**config.mk**
```make
export PLATFORM = sky130hd
export DESIGN_NAME = vector_font_record_parser_unit
export DESIGN_NICKNAME = d
export VERILOG_FILES = /design/src/design/vfrp_pkg.sv /design/src/design/vector_font_record_parser_unit.sv /design/src/design/vfrp_front.sv /design/src/design/vfrp_cmd_queue.sv /design/src/design/vfrp_back.sv
export SDC_FILE = /design/constraint.sdc
export NUM_CORES = 2
export LEC_CHECK = 0
export BUFFER_PORTS_ARGS = -buffer_cell sky130_fd_sc_hd__buf_2
export CAP_MARGIN = 20
export CORE_ASPECT_RATIO = 0.75
export CORE_MARGIN = 3
export CORE_UTILIZATION = 25
export CTS_BUF_LIST = sky130_fd_sc_hd__clkbuf_8
export DETAILED_ROUTE_END_ITERATION = 8
export SYNTH_ARGS = -nofsm -noshare
export SYNTH_HDL_FRONTEND = slang
export SYNTH_SLANG_ARGS = --single-unit
```
**constraint.sdc**
```tcl
create_clock -name clock -period 6.3 [get_ports clock]
set_input_delay 0.945 -clock clock [delete_from_list [all_inputs] [get_ports clock]]
set_output_delay 0.945 -clock clock [all_outputs]
set_load 0.01 [all_outputs]
```
**src/design/vfrp_pkg.sv**
```systemverilog
// Shared types and constants of the vector font record parser.
// No dependencies; every other design file refers to this package by scoped names.
package vfrp_pkg;

   localparam int TABLE_ENTRIES = 96;
   localparam int IDX_W = (TABLE_ENTRIES > 1) ? $clog2(TABLE_ENTRIES) : 1;
   localparam int SCAN_W = $clog2(TABLE_ENTRIES + 1);

   localparam int QUEUE_DEPTH = 4;
   localparam int QPTR_W = $clog2(QUEUE_DEPTH);

   localparam logic [7:0] CHAR_NEWLINE = 8'h0A;
   localparam logic [7:0] CHAR_TAB     = 8'h09;
   localparam logic [7:0] CHAR_CR      = 8'h0D;
   localparam logic [7:0] CHAR_SPACE   = 8'h20;
   localparam logic [7:0] CHAR_ZERO    = 8'h30;
   localparam logic [7:0] CHAR_NINE    = 8'h39;
   localparam logic [7:0] CHAR_Y_ZERO  = 8'h52;

   localparam logic [10:0] ID_LAST_POS     = 11'd4;
   localparam logic [10:0] COUNT_LAST_POS  = 11'd2;
   localparam logic [10:0] MARGIN_LAST_POS = 11'd2;

   typedef enum logic [1:0] {
      KIND_LOAD = 2'd0,
      KIND_BYTE = 2'd1,
      KIND_READ = 2'd2,
      KIND_NONE = 2'd3
   } kind_type;

   typedef enum logic [1:0] {
      RES_START    = 2'd0,
      RES_DATA     = 2'd1,
      RES_READBACK = 2'd2
   } result_type;

   typedef enum logic [1:0] {
      PHASE_ID    = 2'd0,
      PHASE_COUNT = 2'd1,
      PHASE_DATA  = 2'd2
   } phase_type;

   typedef enum logic [2:0] {
      ST_RUN,
      ST_SCAN_ID,
      ST_SCAN_COUNT,
      ST_START,
      ST_READ
   } back_state_type;

   typedef struct packed {
      kind_type    op;
      logic [6:0]  entry_index;
      logic [16:0] glyph_number;
      logic [7:0]  stream_byte;
   } cmd_type;

endpackage

```
**src/design/vector_font_record_parser_unit.sv**
```systemverilog
// Vector font record parser, top level.
// Requests go in through a queue-like port: a request is taken on a clock edge
// with push high and full low. Kind 0 loads a glyph number into a selection table
// slot, kind 1 feeds one font byte, kind 2 reads back a slot with the y range.
// Newline bytes and kind 3 are dropped at the front end and give no response.
// Responses come out the same way: the oldest one is on the rsp_ ports while
// empty is low and leaves on an edge with pop high.
// A request passes the front register and a four-entry command queue before the
// back end writes its response register; a readback first passes the table read
// register and the read state. The last byte of an id or of a pair count starts a
// serial scan of the table memory: 96 reads at one entry per cycle and a final
// compare, and a selected id then also writes its start response, which waits for
// a free response register. These scans set the worst case per request.
// A stalled receiver holds the response register; the back end then waits on
// requests that make a response while the queue keeps taking requests until full.
// Synchronous reset returns the parser to the id field with an empty queue and
// zero y range; the selection table is not cleared and must be loaded first.
// Depends on vfrp_pkg, vfrp_front, vfrp_cmd_queue and vfrp_back.
module vector_font_record_parser_unit (
   input  logic              clock,
   input  logic              reset,
   input  logic              push,
   output logic              full,
   input  logic [1:0]        req_kind,
   input  logic [6:0]        req_entry_index,
   input  logic [16:0]       req_glyph_number,
   input  logic [7:0]        req_stream_byte,
   output logic              empty,
   input  logic              pop,
   output logic [1:0]        rsp_result_kind,
   output logic [16:0]       rsp_glyph_id,
   output logic [7:0]        rsp_data_byte,
   output logic              rsp_last_of_glyph,
   output logic [16:0]       rsp_entry_glyph,
   output logic [9:0]        rsp_entry_pairs,
   output logic [7:0]        rsp_top_y,
   output logic signed [7:0] rsp_bottom_y
);

   logic              front_valid;
   vfrp_pkg::cmd_type front_cmd;
   logic              queue_ready;
   logic              queue_valid;
   vfrp_pkg::cmd_type queue_cmd;
   logic              queue_pop;

   vfrp_front u_front (
      .clock            (clock),
      .reset            (reset),
      .push             (push),
      .full             (full),
      .req_kind         (req_kind),
      .req_entry_index  (req_entry_index),
      .req_glyph_number (req_glyph_number),
      .req_stream_byte  (req_stream_byte),
      .cmd_valid        (front_valid),
      .cmd              (front_cmd),
      .cmd_taken        (queue_ready)
   );

   vfrp_cmd_queue u_queue (
      .clock    (clock),
      .reset    (reset),
      .wr_valid (front_valid),
      .wr_cmd   (front_cmd),
      .wr_ready (queue_ready),
      .rd_valid (queue_valid),
      .rd_cmd   (queue_cmd),
      .rd_pop   (queue_pop)
   );

   vfrp_back u_back (
      .clock             (clock),
      .reset             (reset),
      .cmd_valid         (queue_valid),
      .cmd               (queue_cmd),
      .cmd_pop           (queue_pop),
      .pop               (pop),
      .empty             (empty),
      .rsp_result_kind   (rsp_result_kind),
      .rsp_glyph_id      (rsp_glyph_id),
      .rsp_data_byte     (rsp_data_byte),
      .rsp_last_of_glyph (rsp_last_of_glyph),
      .rsp_entry_glyph   (rsp_entry_glyph),
      .rsp_entry_pairs   (rsp_entry_pairs),
      .rsp_top_y         (rsp_top_y),
      .rsp_bottom_y      (rsp_bottom_y)
   );

endmodule

```
**src/design/vfrp_front.sv**
```systemverilog
// Front end: takes requests, drops newline bytes and unknown kinds, and
// holds one classified command for the queue. Depends on vfrp_pkg.
module vfrp_front (
   input  logic              clock,
   input  logic              reset,
   input  logic              push,
   output logic              full,
   input  logic [1:0]        req_kind,
   input  logic [6:0]        req_entry_index,
   input  logic [16:0]       req_glyph_number,
   input  logic [7:0]        req_stream_byte,
   output logic              cmd_valid,
   output vfrp_pkg::cmd_type cmd,
   input  logic              cmd_taken
);

   logic              valid_ff, valid_in;
   vfrp_pkg::cmd_type cmd_ff, cmd_in;
   logic              keep;
   logic              accept;

   assign full      = valid_ff && !cmd_taken;
   assign accept    = push && !full;
   assign cmd_valid = valid_ff;
   assign cmd       = cmd_ff;

   always_comb begin
      case (vfrp_pkg::kind_type'(req_kind))
         vfrp_pkg::KIND_LOAD: keep = 1'b1;
         vfrp_pkg::KIND_READ: keep = 1'b1;
         vfrp_pkg::KIND_BYTE: keep = (req_stream_byte != vfrp_pkg::CHAR_NEWLINE);
         default:             keep = 1'b0;
      endcase
   end

   always_comb begin
      cmd_in = cmd_ff;
      valid_in = valid_ff && !cmd_taken;
      if (accept) begin
         valid_in = keep;
         cmd_in.op = vfrp_pkg::kind_type'(req_kind);
         cmd_in.entry_index = req_entry_index;
         cmd_in.glyph_number = req_glyph_number;
         cmd_in.stream_byte = req_stream_byte;
      end
   end

   always_ff @(posedge clock) begin
      if (reset) begin
         valid_ff <= 1'b0;
      end else begin
         valid_ff <= valid_in;
      end
      cmd_ff <= cmd_in;
   end

endmodule

```
**src/design/vfrp_cmd_queue.sv**
```systemverilog
// Short command queue between the front end and the back end.
// Depends on vfrp_pkg for the command type and the depth.
module vfrp_cmd_queue (
   input  logic              clock,
   input  logic              reset,
   input  logic              wr_valid,
   input  vfrp_pkg::cmd_type wr_cmd,
   output logic              wr_ready,
   output logic              rd_valid,
   output vfrp_pkg::cmd_type rd_cmd,
   input  logic              rd_pop
);

   vfrp_pkg::cmd_type                 slot_ff [vfrp_pkg::QUEUE_DEPTH];
   logic [vfrp_pkg::QPTR_W-1:0]       wr_ptr_ff, wr_ptr_in;
   logic [vfrp_pkg::QPTR_W-1:0]       rd_ptr_ff, rd_ptr_in;
   logic [vfrp_pkg::QPTR_W:0]         count_ff, count_in;
   logic                              do_wr, do_rd;

   assign wr_ready = (count_ff != (vfrp_pkg::QPTR_W + 1)'(vfrp_pkg::QUEUE_DEPTH));
   assign rd_valid = (count_ff != '0);
   assign rd_cmd   = slot_ff[rd_ptr_ff];
   assign do_wr    = wr_valid && wr_ready;
   assign do_rd    = rd_pop && rd_valid;

   always_comb begin
      wr_ptr_in = wr_ptr_ff + vfrp_pkg::QPTR_W'(do_wr);
      rd_ptr_in = rd_ptr_ff + vfrp_pkg::QPTR_W'(do_rd);
      count_in  = count_ff + (vfrp_pkg::QPTR_W + 1)'(do_wr)
                  - (vfrp_pkg::QPTR_W + 1)'(do_rd);
   end

   always_ff @(posedge clock) begin
      if (reset) begin
         wr_ptr_ff <= '0;
         rd_ptr_ff <= '0;
         count_ff  <= '0;
      end else begin
         wr_ptr_ff <= wr_ptr_in;
         rd_ptr_ff <= rd_ptr_in;
         count_ff  <= count_in;
      end
      if (do_wr) begin
         slot_ff[wr_ptr_ff] <= wr_cmd;
      end
   end

endmodule

```
**src/design/vfrp_back.sv**
```systemverilog
// Back end: record parser, glyph selection table memories with serial scans,
// and the response register. Depends on vfrp_pkg.
module vfrp_back (
   input  logic              clock,
   input  logic              reset,
   input  logic              cmd_valid,
   input  vfrp_pkg::cmd_type cmd,
   output logic              cmd_pop,
   input  logic              pop,
   output logic              empty,
   output logic [1:0]        rsp_result_kind,
   output logic [16:0]       rsp_glyph_id,
   output logic [7:0]        rsp_data_byte,
   output logic              rsp_last_of_glyph,
   output logic [16:0]       rsp_entry_glyph,
   output logic [9:0]        rsp_entry_pairs,
   output logic [7:0]        rsp_top_y,
   output logic signed [7:0] rsp_bottom_y
);

   localparam int IW = vfrp_pkg::IDX_W;
   localparam int SW = vfrp_pkg::SCAN_W;

   logic [16:0] glyph_mem [vfrp_pkg::TABLE_ENTRIES];
   logic [9:0]  pairs_mem [vfrp_pkg::TABLE_ENTRIES];

   vfrp_pkg::back_state_type state_ff, state_in;
   vfrp_pkg::phase_type      phase_ff, phase_in;
   logic [10:0] pos_ff, pos_in;
   logic [16:0] acc_ff, acc_in;
   logic        stopped_ff, stopped_in;
   logic        seen_ff, seen_in;
   logic [16:0] rec_id_ff, rec_id_in;
   logic [9:0]  rec_pairs_ff, rec_pairs_in;
   logic        sel_ff, sel_in;
   logic [7:0]  high_ff, high_in;
   logic [7:0]  low_ff, low_in;
   logic [SW-1:0] scan_addr_ff, scan_addr_in;
   logic          cmp_valid_ff, cmp_valid_in;
   logic [IW-1:0] cmp_addr_ff, cmp_addr_in;
   logic          found_ff, found_in;
   logic [16:0]   rd_glyph_ff;
   logic [9:0]    rd_pairs_ff;
   logic          rd_oor_ff, rd_oor_in;

   logic        out_valid_ff, out_valid_in;
   logic [1:0]  out_kind_ff, out_kind_in;
   logic [16:0] out_id_ff, out_id_in;
   logic [7:0]  out_byte_ff, out_byte_in;
   logic        out_last_ff, out_last_in;
   logic [16:0] out_eglyph_ff, out_eglyph_in;
   logic [9:0]  out_epairs_ff, out_epairs_in;
   logic [7:0]  out_top_ff, out_top_in;
   logic [7:0]  out_bottom_ff, out_bottom_in;

   logic [7:0]  ch;
   logic        is_digit, is_space;
   logic [16:0] acc_take;
   logic        stopped_take, seen_take;
   logic [10:0] total;
   logic        last;
   logic signed [8:0] y_off;
   logic        need_out, byte_go, out_free, in_range;
   logic        id_end, count_end, scan_issue, scan_done, match;
   logic        glyph_wr, glyph_rd_en, pairs_wr, pairs_rd_en;
   logic [IW-1:0] glyph_rd_addr, cmd_addr;

   assign ch       = cmd.stream_byte;
   assign out_free = !out_valid_ff || pop;
   assign cmd_addr = IW'(cmd.entry_index);
   assign in_range = (32'(cmd.entry_index) < 32'(vfrp_pkg::TABLE_ENTRIES));
   assign total    = {rec_pairs_ff, 1'b0};
   assign last     = (pos_ff >= total - 11'd1);
   assign y_off    = $signed({1'b0, ch}) - $signed({1'b0, vfrp_pkg::CHAR_Y_ZERO});
   assign need_out = (phase_ff == vfrp_pkg::PHASE_DATA) && (total != '0) && sel_ff;
   assign byte_go  = cmd_valid && (cmd.op == vfrp_pkg::KIND_BYTE) && (!need_out || out_free);
   assign id_end   = (phase_ff != vfrp_pkg::PHASE_COUNT) && (phase_ff != vfrp_pkg::PHASE_DATA)
                     && (pos_ff >= vfrp_pkg::ID_LAST_POS);
   assign count_end  = (phase_ff == vfrp_pkg::PHASE_COUNT) && (pos_ff == vfrp_pkg::COUNT_LAST_POS);
   assign scan_issue = (scan_addr_ff < SW'(vfrp_pkg::TABLE_ENTRIES));
   assign scan_done  = cmp_valid_ff && (cmp_addr_ff == IW'(vfrp_pkg::TABLE_ENTRIES - 1));
   assign match      = cmp_valid_ff && (rd_glyph_ff == rec_id_ff);

   // atoi-style digit accumulation for the id and count fields.
   always_comb begin
      is_digit = (ch >= vfrp_pkg::CHAR_ZERO) && (ch <= vfrp_pkg::CHAR_NINE);
      is_space = (ch == vfrp_pkg::CHAR_SPACE) || (ch inside {[vfrp_pkg::CHAR_TAB:vfrp_pkg::CHAR_CR]});
      acc_take = acc_ff;
      stopped_take = stopped_ff;
      seen_take = seen_ff;
      if (!stopped_ff && !(!seen_ff && is_space)) begin
         if (is_digit) begin
            acc_take = (acc_ff << 3) + (acc_ff << 1) + {13'd0, ch[3:0]};
            seen_take = 1'b1;
         end else begin
            stopped_take = 1'b1;
         end
      end
   end

   // Next state.
   always_comb begin
      state_in = state_ff;
      case (state_ff)
         vfrp_pkg::ST_RUN: begin
            if (cmd_valid && cmd.op == vfrp_pkg::KIND_READ) begin
               state_in = vfrp_pkg::ST_READ;
            end else if (byte_go && id_end) begin
               state_in = vfrp_pkg::ST_SCAN_ID;
            end else if (byte_go && count_end) begin
               state_in = vfrp_pkg::ST_SCAN_COUNT;
            end
         end
         vfrp_pkg::ST_SCAN_ID: begin
            if (scan_done) begin
               state_in = (found_ff || match) ? vfrp_pkg::ST_START : vfrp_pkg::ST_RUN;
            end
         end
         vfrp_pkg::ST_SCAN_COUNT: begin
            if (scan_done) begin
               state_in = vfrp_pkg::ST_RUN;
            end
         end
         vfrp_pkg::ST_START: begin
            if (out_free) begin
               state_in = vfrp_pkg::ST_RUN;
            end
         end
         vfrp_pkg::ST_READ: begin
            if (out_free) begin
               state_in = vfrp_pkg::ST_RUN;
            end
         end
         default: state_in = vfrp_pkg::ST_RUN;
      endcase
   end

   // Datapath and outputs.
   always_comb begin
      phase_in = phase_ff;
      pos_in = pos_ff;
      acc_in = acc_ff;
      stopped_in = stopped_ff;
      seen_in = seen_ff;
      rec_id_in = rec_id_ff;
      rec_pairs_in = rec_pairs_ff;
      sel_in = sel_ff;
      high_in = high_ff;
      low_in = low_ff;
      scan_addr_in = scan_addr_ff;
      cmp_valid_in = 1'b0;
      cmp_addr_in = cmp_addr_ff;
      found_in = found_ff;
      rd_oor_in = rd_oor_ff;
      cmd_pop = 1'b0;
      glyph_wr = 1'b0;
      glyph_rd_en = 1'b0;
      glyph_rd_addr = cmd_addr;
      pairs_wr = 1'b0;
      pairs_rd_en = 1'b0;
      out_valid_in = out_valid_ff && !pop;
      out_kind_in = out_kind_ff;
      out_id_in = out_id_ff;
      out_byte_in = out_byte_ff;
      out_last_in = out_last_ff;
      out_eglyph_in = out_eglyph_ff;
      out_epairs_in = out_epairs_ff;
      out_top_in = out_top_ff;
      out_bottom_in = out_bottom_ff;

      case (state_ff)
         vfrp_pkg::ST_RUN: begin
            scan_addr_in = '0;
            found_in = 1'b0;
            if (cmd_valid) begin
               case (cmd.op)
                  vfrp_pkg::KIND_LOAD: begin
                     cmd_pop = 1'b1;
                     glyph_wr = in_range;
                  end
                  vfrp_pkg::KIND_READ: begin
                     cmd_pop = 1'b1;
                     glyph_rd_en = 1'b1;
                     pairs_rd_en = 1'b1;
                     rd_oor_in = !in_range;
                  end
                  vfrp_pkg::KIND_BYTE: begin
                     cmd_pop = byte_go;
                  end
                  default: cmd_pop = 1'b1;
               endcase
            end
            if (byte_go) begin
               case (phase_ff)
                  vfrp_pkg::PHASE_COUNT: begin
                     acc_in = acc_take;
                     stopped_in = stopped_take;
                     seen_in = seen_take;
                     if (count_end) begin
                        rec_pairs_in = acc_take[9:0];
                        phase_in = vfrp_pkg::PHASE_DATA;
                        pos_in = '0;
                     end else begin
                        pos_in = pos_ff + 11'd1;
                     end
                  end
                  vfrp_pkg::PHASE_DATA: begin
                     if (total == '0 || last) begin
                        phase_in = vfrp_pkg::PHASE_ID;
                        pos_in = '0;
                        acc_in = '0;
                        stopped_in = 1'b0;
                        seen_in = 1'b0;
                     end else begin
                        pos_in = pos_ff + 11'd1;
                     end
                     // Y characters sit at odd positions after the margin pair.
                     if (total != '0 && sel_ff && pos_ff > vfrp_pkg::MARGIN_LAST_POS
                         && pos_ff[0]) begin
                        if (y_off > $signed({1'b0, high_ff})) begin
                           high_in = y_off[7:0];
                        end
                        if (y_off < $signed({low_ff[7], low_ff})) begin
                           low_in = y_off[7:0];
                        end
                     end
                     if (need_out) begin
                        out_valid_in = 1'b1;
                        out_kind_in = vfrp_pkg::RES_DATA;
                        out_id_in = rec_id_ff;
                        out_byte_in = ch;
                        out_last_in = last;
                        out_eglyph_in = '0;
                        out_epairs_in = '0;
                        out_top_in = '0;
                        out_bottom_in = '0;
                     end
                  end
                  default: begin
                     if (id_end) begin
                        rec_id_in = acc_take;
                        phase_in = vfrp_pkg::PHASE_COUNT;
                        pos_in = '0;
                        acc_in = '0;
                        stopped_in = 1'b0;
                        seen_in = 1'b0;
                     end else begin
                        acc_in = acc_take;
                        stopped_in = stopped_take;
                        seen_in = seen_take;
                        phase_in = vfrp_pkg::PHASE_ID;
                        pos_in = pos_ff + 11'd1;
                     end
                  end
               endcase
            end
         end
         vfrp_pkg::ST_SCAN_ID, vfrp_pkg::ST_SCAN_COUNT: begin
            // One entry is read per cycle and compared in the next one.
            glyph_rd_en = scan_issue;
            glyph_rd_addr = scan_addr_ff[IW-1:0];
            cmp_valid_in = scan_issue;
            cmp_addr_in = scan_addr_ff[IW-1:0];
            scan_addr_in = scan_addr_ff + SW'(scan_issue);
            found_in = found_ff || match;
            pairs_wr = (state_ff == vfrp_pkg::ST_SCAN_COUNT) && match;
            if (state_ff == vfrp_pkg::ST_SCAN_ID && scan_done) begin
               sel_in = found_ff || match;
            end
         end
         vfrp_pkg::ST_START: begin
            if (out_free) begin
               out_valid_in = 1'b1;
               out_kind_in = vfrp_pkg::RES_START;
               out_id_in = rec_id_ff;
               out_byte_in = '0;
               out_last_in = 1'b0;
               out_eglyph_in = '0;
               out_epairs_in = '0;
               out_top_in = '0;
               out_bottom_in = '0;
            end
         end
         vfrp_pkg::ST_READ: begin
            if (out_free) begin
               out_valid_in = 1'b1;
               out_kind_in = vfrp_pkg::RES_READBACK;
               out_id_in = '0;
               out_byte_in = '0;
               out_last_in = 1'b0;
               out_eglyph_in = rd_oor_ff ? 17'd0 : rd_glyph_ff;
               out_epairs_in = rd_oor_ff ? 10'd0 : rd_pairs_ff;
               out_top_in = high_ff;
               out_bottom_in = low_ff;
            end
         end
         default: ;
      endcase
   end

   always_ff @(posedge clock) begin
      if (glyph_wr) begin
         glyph_mem[cmd_addr] <= cmd.glyph_number;
      end
      if (glyph_rd_en) begin
         rd_glyph_ff <= glyph_mem[glyph_rd_addr];
      end
   end

   always_ff @(posedge clock) begin
      if (pairs_wr) begin
         pairs_mem[cmp_addr_ff] <= rec_pairs_ff;
      end
      if (pairs_rd_en) begin
         rd_pairs_ff <= pairs_mem[cmd_addr];
      end
   end

   always_ff @(posedge clock) begin
      if (reset) begin
         state_ff     <= vfrp_pkg::ST_RUN;
         phase_ff     <= vfrp_pkg::PHASE_ID;
         pos_ff       <= '0;
         acc_ff       <= '0;
         stopped_ff   <= 1'b0;
         seen_ff      <= 1'b0;
         rec_id_ff    <= '0;
         rec_pairs_ff <= '0;
         sel_ff       <= 1'b0;
         high_ff      <= '0;
         low_ff       <= '0;
         cmp_valid_ff <= 1'b0;
         found_ff     <= 1'b0;
         out_valid_ff <= 1'b0;
      end else begin
         state_ff     <= state_in;
         phase_ff     <= phase_in;
         pos_ff       <= pos_in;
         acc_ff       <= acc_in;
         stopped_ff   <= stopped_in;
         seen_ff      <= seen_in;
         rec_id_ff    <= rec_id_in;
         rec_pairs_ff <= rec_pairs_in;
         sel_ff       <= sel_in;
         high_ff      <= high_in;
         low_ff       <= low_in;
         cmp_valid_ff <= cmp_valid_in;
         found_ff     <= found_in;
         out_valid_ff <= out_valid_in;
      end
      scan_addr_ff  <= scan_addr_in;
      cmp_addr_ff   <= cmp_addr_in;
      rd_oor_ff     <= rd_oor_in;
      out_kind_ff   <= out_kind_in;
      out_id_ff     <= out_id_in;
      out_byte_ff   <= out_byte_in;
      out_last_ff   <= out_last_in;
      out_eglyph_ff <= out_eglyph_in;
      out_epairs_ff <= out_epairs_in;
      out_top_ff    <= out_top_in;
      out_bottom_ff <= out_bottom_in;
   end

   assign empty             = !out_valid_ff;
   assign rsp_result_kind   = out_kind_ff;
   assign rsp_glyph_id      = out_id_ff;
   assign rsp_data_byte     = out_byte_ff;
   assign rsp_last_of_glyph = out_last_ff;
   assign rsp_entry_glyph   = out_eglyph_ff;
   assign rsp_entry_pairs   = out_epairs_ff;
   assign rsp_top_y         = out_top_ff;
   assign rsp_bottom_y      = $signed(out_bottom_ff);

endmodule

```
# After elaboration in Yosys (flattened, before gate mapping)
# Memories as Yosys holds them, arrays and structs flattened. A register that Yosys moved wholly into a read port is not among the register bits.
# Cells that the tools add are included.
[op_classes]
addsub = 10
magnitude_cmp = 11
n_eq_ne = 29
n_mux = 100
n_bitwise = 2
n_reduce_logical = 66
[op_table]
columns = ["cell", "n"]
rows = [
  ["2-to-1 mux 17 bit", 14],
  ["case mux 17 bit (3 select lines)", 2],
  ["2-to-1 mux 8 bit", 9],
  ["2-to-1 mux 10 bit", 6],
  ["case mux 8 bit (3 select lines)", 2],
  ["case mux 17 bit (2 select lines)", 1],
  ["2-to-1 mux 1 bit", 33],
  ["2-to-1 mux 11 bit", 3],
  ["case mux 10 bit (3 select lines)", 1],
  ["logical AND 1 bit", 26],
  ["case mux 11 bit (2 select lines)", 1],
  ["!= test 2 x 1 -> 1 bit, second input constant", 10],
  ["2-to-1 mux 2 bit", 9],
  ["2-to-1 mux 3 bit", 6],
  ["adder 17 bit", 1],
  ["adder 17 x 4 -> 17 bit", 1],
  ["== test 17 bit", 1],
  ["case mux 8 bit (2 select lines)", 1],
  ["AND reduction 4 bit", 4],
  ["AND reduction 5 bit", 3],
  ["less-than comparator 7 bit, second input constant", 2],
  ["case mux 1 bit (2 select lines)", 7],
  ["case mux 7 bit (2 select lines)", 1],
  ["case mux 3 bit (4 select lines)", 1],
  ["44 further kinds", 73],
]
[word_totals]
regBits = 210
mem_bits_rw = 2728
output_inout_bits = 73
wordCells = 254
n_memories = 3
[memory_table]
columns = ["name", "depth", "width", "rd", "rd_clocked_by_memory_dff", "write_ports", "line_no", "text"]
rows = [
  ["u_back.glyph_mem", 96, 17, 1, 1, 1, "vfrp_back.sv:24", "logic [16:0] glyph_mem [vfrp_pkg::TABLE_ENTRIES];"],
  ["u_back.pairs_mem", 96, 10, 1, 1, 1, "vfrp_back.sv:25", "logic [9:0] pairs_mem [vfrp_pkg::TABLE_ENTRIES];"],
  ["u_queue.slot_ff", 4, 34, 1, 1, 1, "vfrp_cmd_queue.sv:14", "vfrp_pkg::cmd_type slot_ff [vfrp_pkg::QUEUE_DEPTH];"],
]

# Longest topological paths before layout
[logic_depth]
word_depth = 12
ltp_mapped = 16
depth_no_buf = 15

# By module
# From an unflattened synthesis, not the netlist that was laid out.
[unflattened]
cells_unflattened = 6945
area_unflattened_um2 = 115724.7
[modules_own_cells]
columns = ["mod", "n_inst", "cells_each", "area_per_inst_um2"]
rows = [
  ["vfrp_back", 1, 6687, 109353.6],
  ["vfrp_cmd_queue", 1, 214, 5273.8],
  ["vfrp_front", 1, 44, 1097.3],
]

# Least setup slack after synthesis
# No wires, ideal clock.
[synth_path]
kind = "register to register"
from = "reg u_back.state_ff[2]"
to = "reg u_back.out_bottom_ff[0], in the netlist u_back.rsp_bottom_y[0], enable pin"
arrival_ns = 5.643
slack_ns = 0.090
stages_incl_launch_ff = 8
path_buffers = 3
cell_sequence = "dfxtp_1 > buf_2 > inv_2 > clkbuf_1 > nor3_1 > a21oi_1 > clkbuf_1 > o21ai_0"
[synth_via]
elab_chain_cells = 3
[synth_lines]
columns = ["item", "line_no", "text"]
rows = [
  ["start: declaration", "vfrp_back.sv:27", "vfrp_pkg::back_state_type state_ff, state_in;"],
  ["start signal: assignment", "vfrp_back.sv:321", "state_ff <= vfrp_pkg::ST_RUN;"],
  ["start signal: assignment", "vfrp_back.sv:336", "state_ff <= state_in;"],
  ["== test 3 bit, or another cell as far along", "vfrp_back.sv:171", "case (state_ff)"],
  ["!= test 2 x 1 -> 1 bit (no line) or nonzero test 3 bit (tied branches)", "--", ""],
  ["AND reduction 6 bit (no line) *", "--", ""],
  ["end signal: assignment", "vfrp_back.sv:361", "out_bottom_ff <= out_bottom_in;"],
  ["end: declaration", "vfrp_back.sv:54", "logic [7:0] out_bottom_ff, out_bottom_in;"],
]
# Every way passes the cells marked *; elsewhere a longest branch is shown, timed or not.
# A chain may end at the register's enable or synchronous reset.

# Worst setup path in the final report
[layout_path]
from = "reg u_back.state_ff[1]"
to = "reg u_back.rd_glyph_ff[7] (read register of u_back.glyph_mem) (data pin)"
[layout_via]
elab_chain_cells = 3
[layout_lines]
columns = ["item", "line_no", "text"]
rows = [
  ["== test 3 x 1 -> 1 bit or == test 3 x 2 -> 1 bit (tied branches)", "vfrp_back.sv:171", ""],
  ["OR reduction 2 bit", "vfrp_back.sv:171", ""],
  ["case mux 1 bit (2 select lines) or 2-to-1 mux 7 bit (tied branches)", "vfrp_back.sv:171", ""],
  ["end: declaration", "vfrp_back.sv:42", "logic [16:0] rd_glyph_ff;"],
]
# Parallel ways exist; a longest one is shown, timed or not.

==> impl.org <==
** Yosys
- Number of synthesized flops with an enable pin :: around 2900
- Flop and latch count out of synthesis :: ~3000
- Summing the areas of all xor and xnor instances in the mapped netlist gives 0.404% of the synthesized area.
- A synthesized cell averages 15.6 sq um.
- Library cell occupying the most area in the post-synthesis netlist :: edfxtp_1
- The cell area that synthesis handed to floorplanning was 117000 sq um.
- The number of nets handed over by synthesis was roughly 7600.
- Sequential element share of the synthesized area :: between 70 and 80%
- By instance count, the leading cell after synthesis is edfxtp_1.
- For this run, the number of Yosys warnings is 0.
- After synthesis, the cell types taking the most area are edfxtp_1, nand2_1, mux4_2.
- The netlist uses 96 different library cells.
- After Yosys synthesis, full adders, half adders and majority gates account for less than 1% of the synthesized area.
- Multiplexer cells account for 4.38% of the synthesized area.
- Combinational family with the most area after synthesis :: simple AND/OR/NAND/NOR gates
- Number of instances in the synthesized netlist :: between 7000 and 8000
- Of the post-synthesis cell area, the dominant cell type holds roughly three quarters.
- Post-synth ARST share :: 0%
- The most used flip-flop cell after synthesis is edfxtp_1.
- Summing the areas of all and, or, nand and nor instances in the mapped netlist gives 8.64% of the synthesized area.
- After synthesis, the most frequently instantiated cells are edfxtp_1, nand2_1, nor2_1.
- Summing the areas of all compound-gate instances in the mapped netlist gives around 8.4% of the synthesized area.

** Worst setup path
- Slowest CP cell :: dfxtp_1
- Among cell families on the critical path, the largest total delay comes from simple AND/OR/NAND/NOR gates.
- The largest single stage delay on the critical path is 0.95 ns.
- Most used cell along the critical path :: buf_4
- Critical-path cell list :: xor2_1 -> buf_4 -> nand3_4 -> buf_12 -> nand2_4 -> buf_4 -> buf_4 -> a211oi_1 -> a311oi_1 -> nor4_1 -> buf_4 -> and4_1 -> nand4_1
- Data arrival time at the worst-slack endpoint :: between 6 and 7 ns
- STA classifies the critical path endpoint as a register.
- For the worst setup path, the data required time is 7.05 ns.
- The worst setup path is of the reg2reg kind.
- Maximum net fanout on the critical path :: 94
- STA classifies the critical path startpoint as a register.
- Number of buffers and inverters on the critical path :: 5

** Routing
- Routed wl met3 :: roughly 49000 um
- Met1 Wirelength :: 160000 um
- In the routed design, unresolved DRC markers number 0.
- Once detail routing completed, the nets flagged for antenna violations numbered 0.
- The first TritonRoute pass finished after 6 iterations.
- DR WL met2 :: 157000 um
- The first routing iteration left 11200 violations.
- Per-cell routed wire length :: 26.0 um
- The routed layout has 73200 vias.
- Uppermost routed layer :: met5
- Via density per instance :: about 5.0
- Total length of routed wires :: 378000 um

** Clock tree
- The later pin in the worst-skew pair is clocked with a latency of 1.10 ns.
- In this run, post-CTS repair resized a total of 0 instances.
- Clock-pin slew was measured on the worst setup and hold paths at 0.07 ns.
- Buffers added to address setup during post-CTS repair amount to 0.
- The clock passes through at most 4 buffers.
- Number of H-tree branching levels :: 5
- The tree is rooted in a clkbuf_8.
- TritonCTS created 432 clock buffers.
- CTS tree :: built
- The clock net in this run drives a total of 2965 sinks.

** GRT
- Global routing finished with a remaining overflow of 0.
- In the global route stage, overall resource usage came out at 15.1%.
- Largest net degree at the start of global routing :: 97
- The initial antenna violation count was 31.
- The via count of the first global-routing pass came to 68200.
- First-pass GRT wire length :: 528000 um

** Floorplan
- Starting density of the core :: 25.2%
- Site Rows :: 216
- Die extent in x :: ~800 um
- Top-level port count :: between 100 and 150
- In this run the standard cell core region covers 464000 sq um.
- Die Area :: about 480000 sq um
- Die H :: approximately 600 um

** STA
- Transition time at the pin with the least slew margin :: 1.32 ns
- Counting I/O delays and the setup requirement, the final critical path takes ~5.6 ns.
- Setup violations remaining at the end of the flow were counted as 0.
- For the final database, setup skew stands at around 0.12 ns.
- Fin crit share :: 89.4%
- Unrepaired setup endpoints after global routing :: false
- Fin. max-slew vios :: 0
- Post-Route Setup TNS :: 0 ns
- Final Hold Fails :: 0
- Max Freq :: approximately 0.18 GHz
- Max transition margin :: between 10% and 20%

** Layout
- For this run, the post-layout net count is 8099.
- The post-route netlist has between 10% and 20% of its cells at a drive strength greater than 1.
- Count of fill cells added during filler insertion :: about 46000
- From synthesis to final layout, the design area changed by 15.6%.

** Power and ir drop
- Total power consumption of the routed design :: ~60 mW
- Max VDD drop :: 0.378 mV
- In this run the power density over the cells is 448 nW/um^2.
- Cell leakage power :: 46.1 nW

** Placement
- Summed over all nets, the half-perimeter wirelength after detailed placement is ~240000 um.
- Buffers placed on the I/O ports in this run total 110.
- Routability-driven placement finished with a final weighted congestion of around 0.9.

** Job
- Max-Cap Viols :: 0

** Hold path
- Path category of the worst min-delay check :: in2reg

** Status
- Status :: completed
==> worst paths after layout <==
kind         depth (start not counted)  slack [ns]                         endpoint                            start
min reg2reg                          2        0.48   u_back.acc_ff[16]$_SDFFE_PP0P_   u_back.acc_ff[16]$_SDFFE_PP0P_
min                                  1         0.1        u_front.cmd[27]$_DFFE_PP_               req_entry_index[2]
max reg2reg                         13        0.67  u_back.rd_glyph_ff[7]$_DFFE_PP_  u_back.state_ff[1]$_SDFFE_PP0P_
max                                 13        0.67  u_back.rd_glyph_ff[7]$_DFFE_PP_  u_back.state_ff[1]$_SDFFE_PP0P_
==> worst register-to-register path: stages, from the launching register on <==
cell and delay, ns:
dfxtp_1 0.95, xor2_1 0.18, buf_4 0.25, nand3_4 0.10, buf_12 0.39, nand2_4 0.51, buf_4 0.37, buf_4 0.25
a211oi_1 0.48, a311oi_1 0.14, nor4_1 0.94, buf_4 0.27, and4_1 0.38, nand4_1 0.13
==> flip-flops by register name (all words and copies together), names as in the netlist, 7 cells and up <==
name	flops
u_back.low_ff	8
u_back.rsp_entry_pairs	10
u_back.rsp_top_y	8
u_back.rsp_glyph_id	17
u_back.rec_pairs_ff	10
u_back.rsp_data_byte	8
u_back.pos_ff	11
u_back.high_ff	8
u_back.cmp_addr_ff	7
u_back.acc_ff	17
u_back.rd_glyph_ff	17
u_back.glyph_mem	1632
u_back.scan_addr_ff	7
u_back.pairs_mem	960
u_back.rsp_bottom_y	8
u_back.rd_pairs_ff	10
u_front.cmd	34
u_back.rsp_entry_glyph	17
u_back.rec_id_ff	17
u_queue.slot_ff	136
==> per-stage QoR <==
step	worst slack (ns)	instance area (sq um)	util [%]	instances	hold slack [ns]
floorplan	0.0897	117000	-	7479	0.424
global placement	0.332	127000	27.4	13700	0.461
detailed placement	0.793	127000	27.4	13700	0.470
CTS	0.807	135000	29.1	14500	0.00230
global route	0.662	135000	29.2	14500	0.0363
finish	0.670	135000	29.2	14500	0.0962
==> logic make-up (layout without fill, tap and decap cells) <==
family | after synthesis | after routing
other | 0 | 7
flip-flops | 2965 | 2965
adder cells (fa/ha/maj) | 69 | 69
buffers and inverters | 546 | 1394
XOR/XNOR | 54 | 54
multiplexers | 328 | 328
AO/OA/AOI/OAI | 1324 | 1324
AND/OR/NAND/NOR | 2193 | 2193
==> cell type report <==
class                           instances  area [sq um]  area share (%)
Antenna cell                            7          17.5          0.0130
Clock inverter                        322          1590            1.18
Inverter                               55           206           0.153
Tap cell                             6213          7770            5.75
Clock buffer                          447          6150            4.55
Multi-Input combinational cell       3968         26900            19.9
Timing Repair Buffer                  570          4440            3.28
Sequential cell                      2965         88200            65.2
==> report_power, final <==
part	switching, mW	total, mW	internal [mW]
Clock	7.49	14.4	6.87
Sequential	0.515	24.0	23.5
Combinational	16.1	22.2	6.09
Total	24.1	60.5	36.4
==> cells in the final DEF, fill, tap and decap left out, types with 46 or more instances in the layout <==
master,instances
buf_2,116
o21ai_0,81
dfxtp_1,78
a211oi_1,243
nor4_1,79
nand3_1,59
and2_1,46
and3_1,306
a21oi_1,202
a31oi_1,78
inv_1,219
a22oi_1,125
nor3_1,50
nor2_1,299
buf_4,401
clkbuf_8,448
nand2_1,1114
a311oi_1,241
mux2i_1,149
mux4_2,113
edfxtp_1,2875
ha_1,66
a221oi_1,102
clkinv_1,97
==> per-layer routing <==
| layer | vias to the layer above | global-route usage, % |
|---|---|---|
| met1 | 37400 | 22.0 |
| met4 | 8 | 4.72 |
| met2 | 4585 | 21.2 |
| met5 | - | 0 |
| met3 | 664 | 4.90 |
| li1 | 30500 | - |
==> timing repair <==
action                                  CTS  global route
endpoints found under the hold margin     5             0
endpoints found under the setup margin    0             0
hold buffers                              5             0
(Power assumes the default switching activity.)
